**src/assert_macros.svh**
```systemverilog
// ---------------------------------------------------------------------------
// assert_macros.svh
// Concurrent assertion wrappers; empty when SYNTHESIS is defined.
// ---------------------------------------------------------------------------
`ifndef ASSERT_MACROS_SVH
`define ASSERT_MACROS_SVH

`ifndef SYNTHESIS

// condition must hold on every clock outside reset
`define ASSERT_ALWAYS(label, clk, rst, cond) \
   label: assert property (@(posedge clk) disable iff (rst) (cond)) \
      else $error("assertion failed: invariant");

// consequent must hold in the same cycle as the antecedent
`define ASSERT_IMPLY(label, clk, rst, ante, cons) \
   label: assert property (@(posedge clk) disable iff (rst) (ante) |-> (cons)) \
      else $error("assertion failed: implication");

// consequent must hold in the cycle after the antecedent
`define ASSERT_NEXT(label, clk, rst, ante, cons) \
   label: assert property (@(posedge clk) disable iff (rst) (ante) |=> (cons)) \
      else $error("assertion failed: next-cycle implication");

`else

`define ASSERT_ALWAYS(label, clk, rst, cond)
`define ASSERT_IMPLY(label, clk, rst, ante, cons)
`define ASSERT_NEXT(label, clk, rst, ante, cons)

`endif

`endif

```
**src/ctsw_pkg.sv**
```systemverilog
// ---------------------------------------------------------------------------
// ctsw_pkg
// Shared types and constants of the countdown time switch.
// ---------------------------------------------------------------------------
package ctsw_pkg;

   localparam int MAX_HOURS_DEFAULT = 99;
   localparam logic [5:0] UNIT_TOP = 6'd59;

   typedef enum logic [2:0] {
      CMD_TICK         = 3'd0,
      CMD_HOURS_UP     = 3'd1,
      CMD_HOURS_DOWN   = 3'd2,
      CMD_MINUTES_UP   = 3'd3,
      CMD_MINUTES_DOWN = 3'd4,
      CMD_SECONDS_UP   = 3'd5,
      CMD_SECONDS_DOWN = 3'd6
   } command_type;

   typedef struct packed {
      logic [6:0] hours;
      logic [5:0] minutes;
      logic [5:0] seconds;
      logic       relay;
   } count_type;

endpackage

```
**src/ctsw_channel_if.sv**
```systemverilog
// ---------------------------------------------------------------------------
// ctsw request and response channels
// Valid/ready interfaces carrying the command and the count readout.
// ---------------------------------------------------------------------------
interface ctsw_req_if;
   logic       valid;
   logic       ready;
   logic [2:0] command;
   logic       run_enable;

   modport source (output valid, output command, output run_enable, input ready);
   modport sink   (input valid, input command, input run_enable, output ready);
endinterface

interface ctsw_rsp_if;
   logic       valid;
   logic       ready;
   logic [6:0] hours_now;
   logic [5:0] minutes_now;
   logic [5:0] seconds_now;
   logic       relay_on;
   logic       expired;

   modport source (output valid, output hours_now, output minutes_now,
                   output seconds_now, output relay_on, output expired,
                   input ready);
   modport sink   (input valid, input hours_now, input minutes_now,
                   input seconds_now, input relay_on, input expired,
                   output ready);
endinterface

```
**src/ctsw_update.sv**
```systemverilog
// ---------------------------------------------------------------------------
// ctsw_update
// Next count and relay state for one command.
// ---------------------------------------------------------------------------
module ctsw_update #(
   parameter int MAX_HOURS = ctsw_pkg::MAX_HOURS_DEFAULT
) (
   input  ctsw_pkg::count_type count_cur,
   input  logic [2:0]          command,
   input  logic                run_enable,
   input  logic                start_on,
   output ctsw_pkg::count_type count_nxt,
   output logic                expired
);

   localparam logic [6:0] MaxHours = 7'(MAX_HOURS);

   function automatic logic [6:0] raise_hours(input logic [6:0] h);
      if (h < MaxHours) begin
         return h + 7'd1;
      end else begin
         return MaxHours;
      end
   endfunction

   always_comb begin
      count_nxt = count_cur;
      expired   = 1'b0;
      unique case (command)
         ctsw_pkg::CMD_TICK: begin
            if (!run_enable) begin
               count_nxt.relay = 1'b0;
            end else if (count_cur.seconds != 6'd0) begin
               count_nxt.relay   = start_on;
               count_nxt.seconds = count_cur.seconds - 6'd1;
            end else if (count_cur.minutes != 6'd0) begin
               count_nxt.relay   = start_on;
               count_nxt.minutes = count_cur.minutes - 6'd1;
               count_nxt.seconds = ctsw_pkg::UNIT_TOP;
            end else if (count_cur.hours != 7'd0) begin
               count_nxt.relay   = start_on;
               count_nxt.hours   = count_cur.hours - 7'd1;
               count_nxt.minutes = ctsw_pkg::UNIT_TOP;
               count_nxt.seconds = ctsw_pkg::UNIT_TOP;
            end else begin
               count_nxt.relay = ~start_on;
               expired         = 1'b1;
            end
         end
         ctsw_pkg::CMD_HOURS_UP: begin
            count_nxt.hours = raise_hours(count_cur.hours);
         end
         ctsw_pkg::CMD_HOURS_DOWN: begin
            if (count_cur.hours != 7'd0) begin
               count_nxt.hours = count_cur.hours - 7'd1;
            end
         end
         ctsw_pkg::CMD_MINUTES_UP: begin
            if (count_cur.minutes >= ctsw_pkg::UNIT_TOP) begin
               count_nxt.minutes = 6'd0;
               count_nxt.hours   = raise_hours(count_cur.hours);
            end else begin
               count_nxt.minutes = count_cur.minutes + 6'd1;
            end
         end
         ctsw_pkg::CMD_MINUTES_DOWN: begin
            if (count_cur.minutes != 6'd0) begin
               count_nxt.minutes = count_cur.minutes - 6'd1;
            end
         end
         ctsw_pkg::CMD_SECONDS_UP: begin
            if (count_cur.seconds >= ctsw_pkg::UNIT_TOP) begin
               count_nxt.seconds = 6'd0;
               // carry ripples through minutes into hours
               if (count_cur.minutes >= ctsw_pkg::UNIT_TOP) begin
                  count_nxt.minutes = 6'd0;
                  count_nxt.hours   = raise_hours(count_cur.hours);
               end else begin
                  count_nxt.minutes = count_cur.minutes + 6'd1;
               end
            end else begin
               count_nxt.seconds = count_cur.seconds + 6'd1;
            end
         end
         ctsw_pkg::CMD_SECONDS_DOWN: begin
            if (count_cur.seconds != 6'd0) begin
               count_nxt.seconds = count_cur.seconds - 6'd1;
            end
         end
         default: begin
            // unused code: no change
         end
      endcase
   end

endmodule

```
**src/countdown_time_switch.sv**
```systemverilog
// ---------------------------------------------------------------------------
// countdown_time_switch
// Hours:minutes:seconds countdown with relay drive, valid/ready channels.
// ---------------------------------------------------------------------------
// Each request carries one command: a tick (counts down one second with
// borrow when run_enable is set, turns the relay off otherwise) or a button
// press that raises or lowers hours, minutes or seconds. Raising seconds or
// minutes past 59 wraps to 0 and carries; hours saturate at MAX_HOURS;
// lowering clamps at 0. Every request produces exactly one response holding
// the count after the update, the relay drive and the expired flag. The
// relay follows csr start_on while counting and its inverse once a running
// tick finds the count at zero (that tick also raises expired). Throughput
// is one request per clock unless the output stalls; the response appears
// in the output register in the cycle after acceptance. The count registers
// are updated at acceptance, so the combinational state update path is what
// sets this rate. req ready stays high while the output register is empty
// or being drained in the same cycle. start_on resets to 1; the user must
// write it with csr_write_enable only while the block is idle (unenforced).
// ---------------------------------------------------------------------------
`include "assert_macros.svh"

module countdown_time_switch #(
   parameter int MAX_HOURS = ctsw_pkg::MAX_HOURS_DEFAULT
) (
   input  logic        clock,
   input  logic        reset,
   ctsw_req_if.sink    req_bus,
   ctsw_rsp_if.source  rsp_bus,
   input  logic        csr_write_enable,
   input  logic        csr_write_data
);

   // control register
   logic start_on_ff;

   // live count state
   ctsw_pkg::count_type count_ff;
   ctsw_pkg::count_type count_in;
   logic                expired_in;

   // response register
   logic                rsp_valid_ff;
   ctsw_pkg::count_type rsp_count_ff;
   logic                rsp_expired_ff;

   logic req_accept;
   logic rsp_accept;

   assign req_bus.ready = !rsp_valid_ff || rsp_bus.ready;
   assign req_accept    = req_bus.valid && req_bus.ready;
   assign rsp_accept    = rsp_valid_ff && rsp_bus.ready;

   always_ff @(posedge clock) begin
      if (reset) begin
         start_on_ff <= 1'b1;
      end else if (csr_write_enable) begin
         start_on_ff <= csr_write_data;
      end
   end

   ctsw_update #(
      .MAX_HOURS (MAX_HOURS)
   ) u_update (
      .count_cur  (count_ff),
      .command    (req_bus.command),
      .run_enable (req_bus.run_enable),
      .start_on   (start_on_ff),
      .count_nxt  (count_in),
      .expired    (expired_in)
   );

   // count state moves only on an accepted request
   always_ff @(posedge clock) begin
      if (reset) begin
         count_ff <= '0;
      end else if (req_accept) begin
         count_ff <= count_in;
      end
   end

   always_ff @(posedge clock) begin
      if (reset) begin
         rsp_valid_ff <= 1'b0;
      end else if (req_accept) begin
         rsp_valid_ff <= 1'b1;
      end else if (rsp_accept) begin
         rsp_valid_ff <= 1'b0;
      end
   end

   // payload: no reset needed
   always_ff @(posedge clock) begin
      if (req_accept) begin
         rsp_count_ff   <= count_in;
         rsp_expired_ff <= expired_in;
      end
   end

   assign rsp_bus.valid       = rsp_valid_ff;
   assign rsp_bus.hours_now   = rsp_count_ff.hours;
   assign rsp_bus.minutes_now = rsp_count_ff.minutes;
   assign rsp_bus.seconds_now = rsp_count_ff.seconds;
   assign rsp_bus.relay_on    = rsp_count_ff.relay;
   assign rsp_bus.expired     = rsp_expired_ff;

   // ---- checks ----
   `ASSERT_ALWAYS(a_count_range, clock, reset,
      (count_ff.seconds <= ctsw_pkg::UNIT_TOP) && (count_ff.minutes <= ctsw_pkg::UNIT_TOP)
      && (count_ff.hours <= 7'(MAX_HOURS)))
   `ASSERT_NEXT(a_accept_gives_rsp, clock, reset, req_accept, rsp_valid_ff)
   `ASSERT_IMPLY(a_no_overwrite, clock, reset, rsp_valid_ff && !rsp_bus.ready, !req_bus.ready)
   `ASSERT_IMPLY(a_expired_at_zero, clock, reset, rsp_valid_ff && rsp_expired_ff,
      (rsp_count_ff.hours == 7'd0) && (rsp_count_ff.minutes == 6'd0)
      && (rsp_count_ff.seconds == 6'd0) && (rsp_count_ff.relay == !start_on_ff))

endmodule

```
**src/flat_wrapper.sv**
```systemverilog
// flat-port wrapper written by rule: the top's interface ports become plain ports
module countdown_time_switch_flat 
#(
   parameter int MAX_HOURS = ctsw_pkg::MAX_HOURS_DEFAULT
)
  (clock, reset, csr_write_enable, csr_write_data, req_bus_valid, req_bus_command, req_bus_run_enable, req_bus_ready, rsp_bus_valid, rsp_bus_hours_now, rsp_bus_minutes_now, rsp_bus_seconds_now, rsp_bus_relay_on, rsp_bus_expired, rsp_bus_ready);
  ctsw_req_if req_bus_i ();
  ctsw_rsp_if rsp_bus_i ();
  input  logic clock;
  input  logic reset;
  input  logic csr_write_enable;
  input  logic csr_write_data;
  input wire logic [$bits(req_bus_i.valid)-1:0] req_bus_valid;
  input wire logic [$bits(req_bus_i.command)-1:0] req_bus_command;
  input wire logic [$bits(req_bus_i.run_enable)-1:0] req_bus_run_enable;
  output wire logic [$bits(req_bus_i.ready)-1:0] req_bus_ready;
  output wire logic [$bits(rsp_bus_i.valid)-1:0] rsp_bus_valid;
  output wire logic [$bits(rsp_bus_i.hours_now)-1:0] rsp_bus_hours_now;
  output wire logic [$bits(rsp_bus_i.minutes_now)-1:0] rsp_bus_minutes_now;
  output wire logic [$bits(rsp_bus_i.seconds_now)-1:0] rsp_bus_seconds_now;
  output wire logic [$bits(rsp_bus_i.relay_on)-1:0] rsp_bus_relay_on;
  output wire logic [$bits(rsp_bus_i.expired)-1:0] rsp_bus_expired;
  input wire logic [$bits(rsp_bus_i.ready)-1:0] rsp_bus_ready;
  assign req_bus_i.valid = req_bus_valid;
  assign req_bus_i.command = req_bus_command;
  assign req_bus_i.run_enable = req_bus_run_enable;
  assign req_bus_ready = req_bus_i.ready;
  assign rsp_bus_valid = rsp_bus_i.valid;
  assign rsp_bus_hours_now = rsp_bus_i.hours_now;
  assign rsp_bus_minutes_now = rsp_bus_i.minutes_now;
  assign rsp_bus_seconds_now = rsp_bus_i.seconds_now;
  assign rsp_bus_relay_on = rsp_bus_i.relay_on;
  assign rsp_bus_expired = rsp_bus_i.expired;
  assign rsp_bus_i.ready = rsp_bus_ready;
  countdown_time_switch #(.MAX_HOURS(MAX_HOURS)) u_core (.clock(clock), .reset(reset), .req_bus(req_bus_i), .rsp_bus(rsp_bus_i), .csr_write_enable(csr_write_enable), .csr_write_data(csr_write_data));
endmodule
```
**config.mk**
```make
export PLATFORM = sky130hd
export DESIGN_NAME = countdown_time_switch_flat
export DESIGN_NICKNAME = d
export VERILOG_FILES = /design/src/ctsw_pkg.sv /design/src/ctsw_channel_if.sv /design/src/ctsw_update.sv /design/src/countdown_time_switch.sv /design/src/flat_wrapper.sv
export VERILOG_INCLUDE_DIRS = /design/src /design/src/src
export SDC_FILE = /design/constraint.sdc
export NUM_CORES = 1
export LEC_CHECK = 0
export BUFFER_PORTS_ARGS = -buffer_cell sky130_fd_sc_hd__buf_4
export CORE_MARGIN = 10
export CORE_UTILIZATION = 45
export CTS_CLUSTER_DIAMETER = 40
export DETAILED_ROUTE_END_ITERATION = 12
export GPL_ROUTABILITY_DRIVEN = 0
export PLACE_DENSITY_LB_ADDON = 0.25
export SETUP_SLACK_MARGIN = 0.02
export SYNTH_ARGS = -nofsm -noshare
export SYNTH_HDL_FRONTEND = slang
export SYNTH_SLANG_ARGS = --single-unit
export TNS_END_PERCENT = 50
```
**constraint.sdc**
```tcl
create_clock -name clock -period 2.6 [get_ports clock]
set_input_delay 0.26 -clock clock [delete_from_list [all_inputs] [get_ports clock]]
set_output_delay 0.26 -clock clock [all_outputs]
set_load 0.01 [all_outputs]
```
---- Yosys cells after proc, flatten, opt, wreduce, memory -nomap -nowiden ----
Index checks and enable logic that the tools add are counted.
operators by class
  add/subtract/negate cells ............... 6
  magnitude comparators ................... 3
  eq/ne operators ......................... 6
  multiplexer cells ....................... 27
  bitwise logic cells ..................... 3
  reductions and logical operators ........ 10
operator list
  operator                                                             count
  19-bit 2-to-1 mux                                                    6
  13-bit 2-to-1 mux                                                    3
  7-bit 2-to-1 mux                                                     5
  7-bit one-hot mux with 5 select lines                                1
  6-bit 2-to-1 mux                                                     4
  6-bit one-hot mux with 4 select lines                                1
  6-bit one-hot mux with 3 select lines                                1
  6-bit by 1-bit adder with 6-bit output (second input constant)       2
  6-bit >= comparator (second input constant)                          2
  6-bit nonzero test                                                   2
  6-bit by 1-bit subtractor with 6-bit output (second input constant)  2
  3-bit == test (second input constant)                                3
  7-bit by 1-bit adder with 7-bit output (second input constant)       1
  7-bit < comparator (second input constant)                           1
  7-bit nonzero test                                                   1
  7-bit by 1-bit subtractor with 7-bit output (second input constant)  1
  3-bit by 2-bit == test with 1-bit output (second input constant)     2
  1-bit 2-to-1 mux                                                     6
  4-bit OR reduction                                                   1
  3-bit by 1-bit == test with 1-bit output (second input constant)     1
  3-bit logical NOT                                                    1
  1-bit NOT                                                            3
  1-bit logical AND                                                    2
  2-bit nonzero test                                                   1
  other kinds (2)                                                      2
storage, ports and cells
  register bits ........................... 43
  input bits .............................. 10
  output and inout bits ................... 23

---- Depth between registers and ports, before layout ----
Gate-level depths: netlist of run 1.
  depth after elaboration ................. 10
  depth in mapped cells ................... 9
  gate-level depth less buffers ........... 8

---- By module ----
Synthesis of run 1 repeated with hierarchy kept, for this count alone.
second synthesis, totals
  cells, all modules ...................... 362
  area, all modules ....................... 3170.5 µm²
by module, submodules not included
  module                 instances  cells each  area an instance (µm²)
  countdown_time_switch  1          121         1652.8
  ctsw_update            1          241         1517.7

---- Worst setup path after synthesis of run 1 ----
No wires, ideal clock.
  kind .................................... reg2reg
  start ................................... reg u_core.count_ff[2] (netlist bit)
  end ..................................... reg u_core.count_ff[15] (netlist bit)
  setup time .............................. 0.079 ns
  arrival ................................. 2.275 ns
  setup slack ............................. 0.245 ns
  cell stages (with the launch flop) ...... 8
  cells stage by stage .................... dfxtp_1 -> ha_1 -> o2111ai_2 -> o21a_1 -> or3b_1 -> buf_6 -> or4_4 -> a211oi_2
between the ends
  cells in the longest elaborated chain, start to end .. 4
  elaborated cells on any way between the ends .. 6
ends and longest elaborated chain
  element                                                      line                         source
  start, declared                                              countdown_time_switch.sv:37  ctsw_pkg::count_type count_ff;
  start signal, assigned                                       countdown_time_switch.sv:77  count_ff <= count_in;
  branches (longest 3 deep; another with 6-bit >= comparator)  -
  7-bit one-hot mux with 5 select lines *                      ctsw_update.sv:29            unique case (command)
Mark *: on every way between the ends.
A chain may end at the register's enable or synchronous reset.

---- Final worst setup path of run 1 ----
  start ................................... reg u_core.count_ff[8] (netlist bit)
  end ..................................... reg u_core.count_ff[15] (netlist bit)
between the ends
  cells in the longest elaborated chain, start to end .. 5
  elaborated cells on any way between the ends .. 8
ends and longest elaborated chain
  element                                                      line
  branches (longest 4 deep; another with 6-bit >= comparator)  -
  7-bit one-hot mux with 5 select lines *                      ctsw_update.sv:29
Marked as above.

==> key figures, run 1 <==
Status
  – Status: completed

Synthesis
  – Number of standard cells after synthesis: 376
  – Flip-flop cell with the highest count after synthesis: dfxtp_1
  – Portion of the post-synthesis area used by sequential elements: 33.6%
  – Post-synthesis register bit count: 43
  – Async set-or-reset flop fraction in the synthesized netlist: 0%
  – Number of synthesized flops with an enable pin: 21
  – Synth cell types: 76
  – Mean post-synth cell area: between 8 and 9 µm²
  – Synthesized Nets: 394
  – Post-synthesis cell area: between 3000 and 4000 µm²
  – YS warnings: 0

Timing
  – Measured slew at the worst slew-check pin: 0.621 ns
  – Hold Violations, Final: 0
  – Min setup slack post-route: 0.156 ns
  – Max-slew violation count: 0
  – RSZ-0062 raised after global routing: false
  – Worst rel slew slack: around 57%
  – Setup tns final: 0 ns
  – Final hold slack: 0.161 ns
  – Clock tree skew after final layout: 0.00333 ns
  – Peak Freq: ~410 MHz
  – Post-route fraction of the period consumed by the critical path: 94.0%
  – Time the worst path needs with I/O delays and setup: between 2 and 2.5 ns
  – Number of setup violations in the final report: 0

Setup path
  – Worst r2r dst: u_core.count_ff[15]
  – Required time at the endpoint of the critical path: 2.83 ns
  – CP max FO: 8
  – Register-to-register setup slack: 0.16 ns
  – Signal arrival time at the worst endpoint: 2.67 ns
  – Category of the worst setup path launch point: flip-flop
  – Crit-path max cell delay: 0.56 ns
  – Slowest cell on crit path: or4_4
  – Worst setup EP type: flip-flop
  – Cells traversed along the worst timing path: ha_1 > o2111ai_2 > o21a_1 > or3b_1 > or4_4 > a211oi_2
  – Critical path class: reg -> reg
  – Reg2Reg Launch Point: u_core.count_ff[8]
  – R2r worst-path depth: 6

Pwr
  – Sequential share of power: between 40% and 50%
  – Lkg Pwr: 1.33 nW
  – Cell Pwr Density: around 490 nW/µm²
  – Switching share of power: 33.4%
  – Internal power: around 0.0012 W
  – Worst ir drop on vdd: between 0.2 and 0.25 mV
  – Proportion of power drawn by combinational gates: roughly 30%
  – Relative contribution of the clock network to total power: 24.5%
  – Net switching power: about 0.00059 W

Layout
  – Net total in the final layout: between 400 and 500
  – Layout-stage area growth over the synthesis result: 12.5%
  – Antenna diode count: 0
  – Most frequent cells in the layout: 50 x buf_4, 32 x nand2_1, 32 x nor2_1
  – Layout cells sized above 1: 19.8%
  – Leading cell type in the layout, fill and taps excluded: buf_4

Placed design
  – Post-detailed-placement half-perimeter wirelength: 6150 µm
  – Port Buffer Count: 32
  – Setup WS pre-CTS: 0.127 ns

Floorplan
  – Total I/O pin count: 33
  – Rows: 30
  – Initial core utilization: between 40% and 50%
  – Total die area: between 10,000 and 15,000 µm²
  – Die span in y: 104 µm
  – Die W: 104 µm
  – Area of the core region: about 6800 µm²

Global routing
  – Overflow after GRT: 0
  – Via count of the first global-routing pass: roughly 3,000
  – Gr usage total: 15.1%
  – Pin count of the biggest net entering global routing: 29
  – Global-route wire length before repair: 14,100 µm
  – Number of antenna violations at the first check in global routing: 0

Hold path
  – Type of the tightest min-delay check: in -> reg
  – WHS Endpoint: u_core.start_on_ff
  – Hold Path Depth: 2
  – Startpoint of the most critical hold path: csr_write_data

Route
  – Remaining antenna violation count after routing: 0
  – First-pass detailed-route iteration total: 5
  – Vias per inst: 5.99
  – Via count: 2,999
  – Post-route DRC violation count: 0
  – Avg WL per Cell: approximately 17 µm
  – Starting DRC count in detailed routing: 229
  – Post-detailed-routing wire length: about 8300 µm

Clock tree
  – Clock latency on the worst-skew pair: around 0.30 ns
  – TritonCTS clock tree: yes
  – Num Clock Sinks: 43
  – Buffer levels on the longest clock path: 2
  – Total number of H-tree levels: 2
  – Number of buffers added by the clock tree synthesis step: 5
  – Clock Pin Slew Worst Setup and Hold Paths: approximately 0.080 ns
  – Buffer cell driving the clock tree root: clkbuf_8
  – Setup repair bufs after CTS: 0

Job
  – Number of violations of the max-capacitance limit: 0
[state kept, by name (all words and copies together), names as in the netlist]
register / flops
u_core.rsp_bus.relay_on: 1
u_core.rsp_bus.expired: 1
u_core.rsp_bus.seconds_now: 6
u_core.rsp_bus.valid: 1
u_core.count_ff: 20
u_core.rsp_bus.hours_now: 7
u_core.start_on_ff: 1
u_core.rsp_bus.minutes_now: 6
[metrics by stage]
step                cell area [µm²]  instances  power [W]  utilization, %
floorplan                      3190        376    0.00119               -
global placement               3500        493    0.00134            51.2
detailed placement             3500        493    0.00134            51.2
CTS                            3580        501    0.00176            52.5
global route                   3590        501    0.00185            52.5
finish                         3590        501    0.00176            52.5
[Yosys cell counts (5+ instances only)]
| master | number | area, µm² |
|---|---|---|
| a211oi_1 | 12 | 90.1 |
| a21oi_1 | 24 | 120 |
| a31oi_1 | 10 | 62.6 |
| and3_1 | 7 | 43.8 |
| buf_6 | 7 | 78.8 |
| clkbuf_1 | 14 | 52.6 |
| dfxtp_1 | 22 | 440 |
| edfxtp_1 | 21 | 631 |
| ha_1 | 8 | 100 |
| inv_1 | 15 | 56.3 |
| nand2_1 | 32 | 120 |
| nand2b_1 | 6 | 37.5 |
| nand3_1 | 14 | 70.1 |
| nand4_1 | 6 | 37.5 |
| nor2_1 | 32 | 120 |
| nor3_1 | 13 | 65.1 |
| o21a_1 | 6 | 45.0 |
| o21ai_0 | 15 | 75.1 |
| o22ai_1 | 5 | 31.3 |
| xnor2_1 | 14 | 123 |
[critical path: cells and delay by family, from the launching register on]
kind	cells	cell delay [ns]
adder cells (fa/ha/maj)	1	0.29
flip-flops	1	0.42
AO/OA/AOI/OAI	3	0.60
AND/OR/NAND/NOR	2	1.07
[worst max path at each step]
| stage | start | end | slack [ns] | depth (start not counted) |
|---|---|---|---|---|
| 6_report | u_core.count_ff[8] | u_core.count_ff[15] | 0.16 | 6 |
| 4_1_cts | u_core.count_ff[1] | u_core.count_ff[15] | 0.10 | 6 |
| 3_3_place_gp | u_core.count_ff[1] | u_core.count_ff[15] | 0.19 | 6 |
| 5_1_grt | u_core.count_ff[8] | u_core.count_ff[18] | 0.02 | 7 |
| 2_1_floorplan | u_core.count_ff[2] | u_core.count_ff[15] | 0.25 | 7 |
| 3_5_place_dp | u_core.count_ff[1] | u_core.count_ff[15] | 0.13 | 6 |
[area by class of cell]
type,instances,area (µm²)
fill,672,3240
multi-input combinational,288,1870
sequential,43,1070
timing repair buffer,50,375
tap,96,120
clock buffer,6,72.6
inverter,16,60.1
clock inverter,2,12.5
[per-layer routing]
metal  vias up  track usage [%]  routed length (µm)
met5         -                0                   0
met2       129             24.7                3860
li1       1465                -                   -
met4         0             5.77                 140
met1      1394             19.3                3750
met3        11             2.54                 568
[power by group through the flow]
stage / sequential, W / combinational (W) / clock (W)
floorplan: 0.000823 / 0.000366 / 0
global route: 0.000809 / 0.000586 / 0.000458
global placement: 0.000815 / 0.000521 / 0
CTS: 0.000801 / 0.000526 / 0.000437
finish: 0.000802 / 0.000528 / 0.000432
detailed placement: 0.000816 / 0.000524 / 0
[cell families after synthesis]
family,synth area share [%]
xor gates and xnor gates,4.12
adders and majority gates,3.14
and+or+nand+nor,23.2
buffers and inverters,7.73
DFF,33.6
muxes,0.667
AOI/OAI and AO/OA,27.5
[repair_timing]
item,4_1_cts,5_1_grt
endpoints found under the setup margin,0,3
resized for setup,0,3
hold buffers,0,0
(Power assumes the default switching activity.)
==> inputs of run 2 (changes only) <==
--- a/config.mk
+++ b/config.mk
@@ -7,8 +7,10 @@
 export NUM_CORES = 1
 export LEC_CHECK = 0
 export BUFFER_PORTS_ARGS = -buffer_cell sky130_fd_sc_hd__buf_4
-export CORE_MARGIN = 10
-export CORE_UTILIZATION = 45
+export CELL_PAD_IN_SITES_DETAIL_PLACEMENT = 2
+export CELL_PAD_IN_SITES_GLOBAL_PLACEMENT = 2
+export CORE_MARGIN = 5
+export CORE_UTILIZATION = 36
 export CTS_CLUSTER_DIAMETER = 40
 export DETAILED_ROUTE_END_ITERATION = 12
 export GPL_ROUTABILITY_DRIVEN = 0
==> key figures, run 2 (same netlist as run 1, synthesis figures left out) <==
Status
  – Status: completed

Global routing
  – Pin count of the biggest net entering global routing: 29 (unchanged)
  – Gr usage total: 20.6% (+5.5 points)
  – Met2 track demand over resource: 36.1% (+11 points)
  – Global-route wire length before repair: 18,700 µm (+32%)
  – Via count of the first global-routing pass: 3,464 (+19%)
  – GR Layer Usage met3: 2.92% (+0.38 points)
  – Overflow after GRT: 0 (unchanged)
  – Layer with the highest usage after global routing: met2
  – Number of antenna violations at the first check in global routing: 0 (unchanged)
  – Global routing met1 resource utilization: 26.8% (+7.5 points)

Pwr
  – Worst ir drop on vdd: 0.210 mV (-5.5%)
  – Cell Pwr Density: 546 nW/µm² (+11%)
  – Lkg Pwr: 1.40 nW (+5.1%)

Clock tree
  – Clock latency on the worst-skew pair: 0.31 ns (about the same)
  – Buffer levels on the longest clock path: 2 (unchanged)
  – Total number of H-tree levels: 2 (unchanged)
  – Clock Pin Slew Worst Setup and Hold Paths: 0.10 ns (+0.02 ns)
  – TritonCTS clock tree: yes
  – Buffer cell driving the clock tree root: clkbuf_8
  – Number of buffers added by the clock tree synthesis step: 5 (unchanged)
  – Num Clock Sinks: 43 (unchanged)

Timing
  – Max-slew violation count: 0 (unchanged)
  – Measured slew at the worst slew-check pin: 0.602 ns (-0.0193 ns)
  – Final hold slack: 0.150 ns (-0.0112 ns)
  – Worst rel slew slack: 58.8% (+1.3 points)
  – Clock tree skew after final layout: 0.0144 ns (+0.0110 ns)
  – Time the worst path needs with I/O delays and setup: 2.48 ns (+0.0319 ns)
  – Peak Freq: 404 MHz (-1.3%)
  – Number of setup violations in the final report: 0 (unchanged)
  – Setup tns final: 0 ns (unchanged)
  – RSZ-0062 raised after global routing: true
  – Hold Violations, Final: 0 (unchanged)
  – Post-route fraction of the period consumed by the critical path: 95.2% (+1.2 points)

Placed design
  – Port Buffer Count: 32 (unchanged)
  – Post-detailed-placement half-perimeter wirelength: 8360 µm (+36%)
  – Total instance count after detailed placement: 511 (+3.7%)

Setup path
  – Signal arrival time at the worst endpoint: 2.71 ns (+0.04 ns)
  – Worst setup EP type: flip-flop
  – Worst r2r dst: u_core.count_ff[15]
  – Critical path class: reg -> reg
  – Worst setup path end: u_core.count_ff[15]
  – Register-to-register setup slack: 0.12 ns (-0.03 ns)
  – R2r worst-path depth: 9 (+3)
  – Category of the worst setup path launch point: flip-flop
  – CP max FO: 10 (+2)
  – Required time at the endpoint of the critical path: 2.83 ns (about the same)
  – Reg2Reg Launch Point: u_core.count_ff[8]
  – Launch point of the worst path: u_core.count_ff[8]

Route
  – Post-route DRC violation count: 0 (unchanged)
  – Avg WL per Cell: 21.8 µm (+31%)
  – Post-detailed-routing wire length: 11,300 µm (+36%)
  – Vias per inst: 6.14 (+2.6%)
  – First-pass detailed-route iteration total: 4 (-1)
  – Via count: 3,201 (+6.7%)
  – Remaining antenna violation count after routing: 0 (unchanged)
  – Starting DRC count in detailed routing: 103 (-55%)

Layout
  – Fraction of the core area covered by cells at the end of the flow: 43.1% (-9.4 points)
  – Non-filler instance count after layout: 521 (+4.0%)
  – Leading cell type in the layout, fill and taps excluded: buf_4
  – Antenna diode count: 0 (unchanged)
  – Layout cells sized above 1: 21.5% (+1.8 points)
  – Most frequent cells in the layout: 58 x buf_4, 32 x nand2_1, 32 x nor2_1
  – Layout-stage area growth over the synthesis result: 17.3%
  – Flip-flop count of the largest register after layout: 20 (unchanged)
  – Largest register by flop count: u_core.count_ff
  – Net total in the final layout: 430 (+1.9%)
  – Number of fill cells: 1,004 (+49%)

Floorplan
  – Initial core utilization: 36.8% (-9.9 points)
  – Rows: 34 (+13%)
  – Area of the core region: 8680 µm² (+27%)
  – Total die area: 10,800 µm² (-0.12%)
  – Total I/O pin count: 33 (unchanged)
  – Die W: 104 µm (about the same)
  – Die span in y: 104 µm (about the same)

Hold path
  – Type of the tightest min-delay check: in -> reg
  – Startpoint of the most critical hold path: csr_write_data

Job
  – Number of violations of the max-capacitance limit: 0 (unchanged)
-- run 2: cell count changes in the layout (fill, tap and decap cells not counted), moves of 2 or more --
cell,previous run,this run
bufinv_16,0,2
dfxtp_2,2,0
buf_4,50,58
dfxtp_1,20,22
-- run 2: layout make-up --
| type | instances | area [µm²] | area share [%] |
|---|---|---|---|
| timing repair buffer | 58 | 435 | 11.6 |
| tap | 108 | 135 | 3.61 |
| inverter | 16 | 60.1 | 1.61 |
| multi-input combinational | 288 | 1910 | 51.0 |
| clock inverter | 2 | 60.1 | 1.61 |
| sequential | 43 | 1070 | 28.6 |
| clock buffer | 6 | 72.6 | 1.94 |
-- run 2: worst min-delay path by stage --
| stage | endpoint | slack (ns) | depth (start not counted) |
|---|---|---|---|
| 2_1_floorplan | u_core.start_on_ff | 0.36 | 1 |
| 3_3_place_gp | u_core.count_ff[0] | 0.45 | 2 |
| 3_5_place_dp | u_core.count_ff[0] | 0.46 | 2 |
| 4_1_cts | u_core.start_on_ff | 0.15 | 2 |
| 5_1_grt | u_core.start_on_ff | 0.15 | 2 |
| 6_report | u_core.start_on_ff | 0.15 | 2 |
-- run 2: routing by layer --
layer  wire (µm)  up-vias
met5           0        -
met4         167        0
met3         427       15
met2        5720       68
met1        5020     1636
li1            -     1482
-- run 2: worst max-delay path, cell delays in order (launching register included) --
cell	delay, ns
dfxtp_1	0.38
inv_1	0.16
ha_4	0.18
or2b_2	0.35
nor4_4	0.32
buf_4	0.18
o21ai_4	0.10
o211a_1	0.29
a22o_2	0.28
a211oi_2	0.16
-- run 2: what timing repair did --
item / in CTS / in global routing
hold buffers: 0 / 0
gates resized for setup: 0 / 7
endpoints found under the setup margin: 0 / 11
endpoints found under the hold margin: 0 / 0
setup buffers: 0 / 2
-- run 2: power by group --
group | switching (W) | internal, W
logic | 0.000356 | 0.000236
clock network | 0.000255 | 0.000385
registers | 0.0000413 | 0.000769
-- run 2: stage by stage --
stage	cell area (µm²)	setup WS [ns]	total power, W
global placement	3560	0.212	0.00137
CTS	3690	0.0697	0.00204
global route	3740	0.00627	0.00214
finish	3740	0.124	0.00204
detailed placement	3560	0.110	0.00139
floorplan	3190	0.245	0.00119
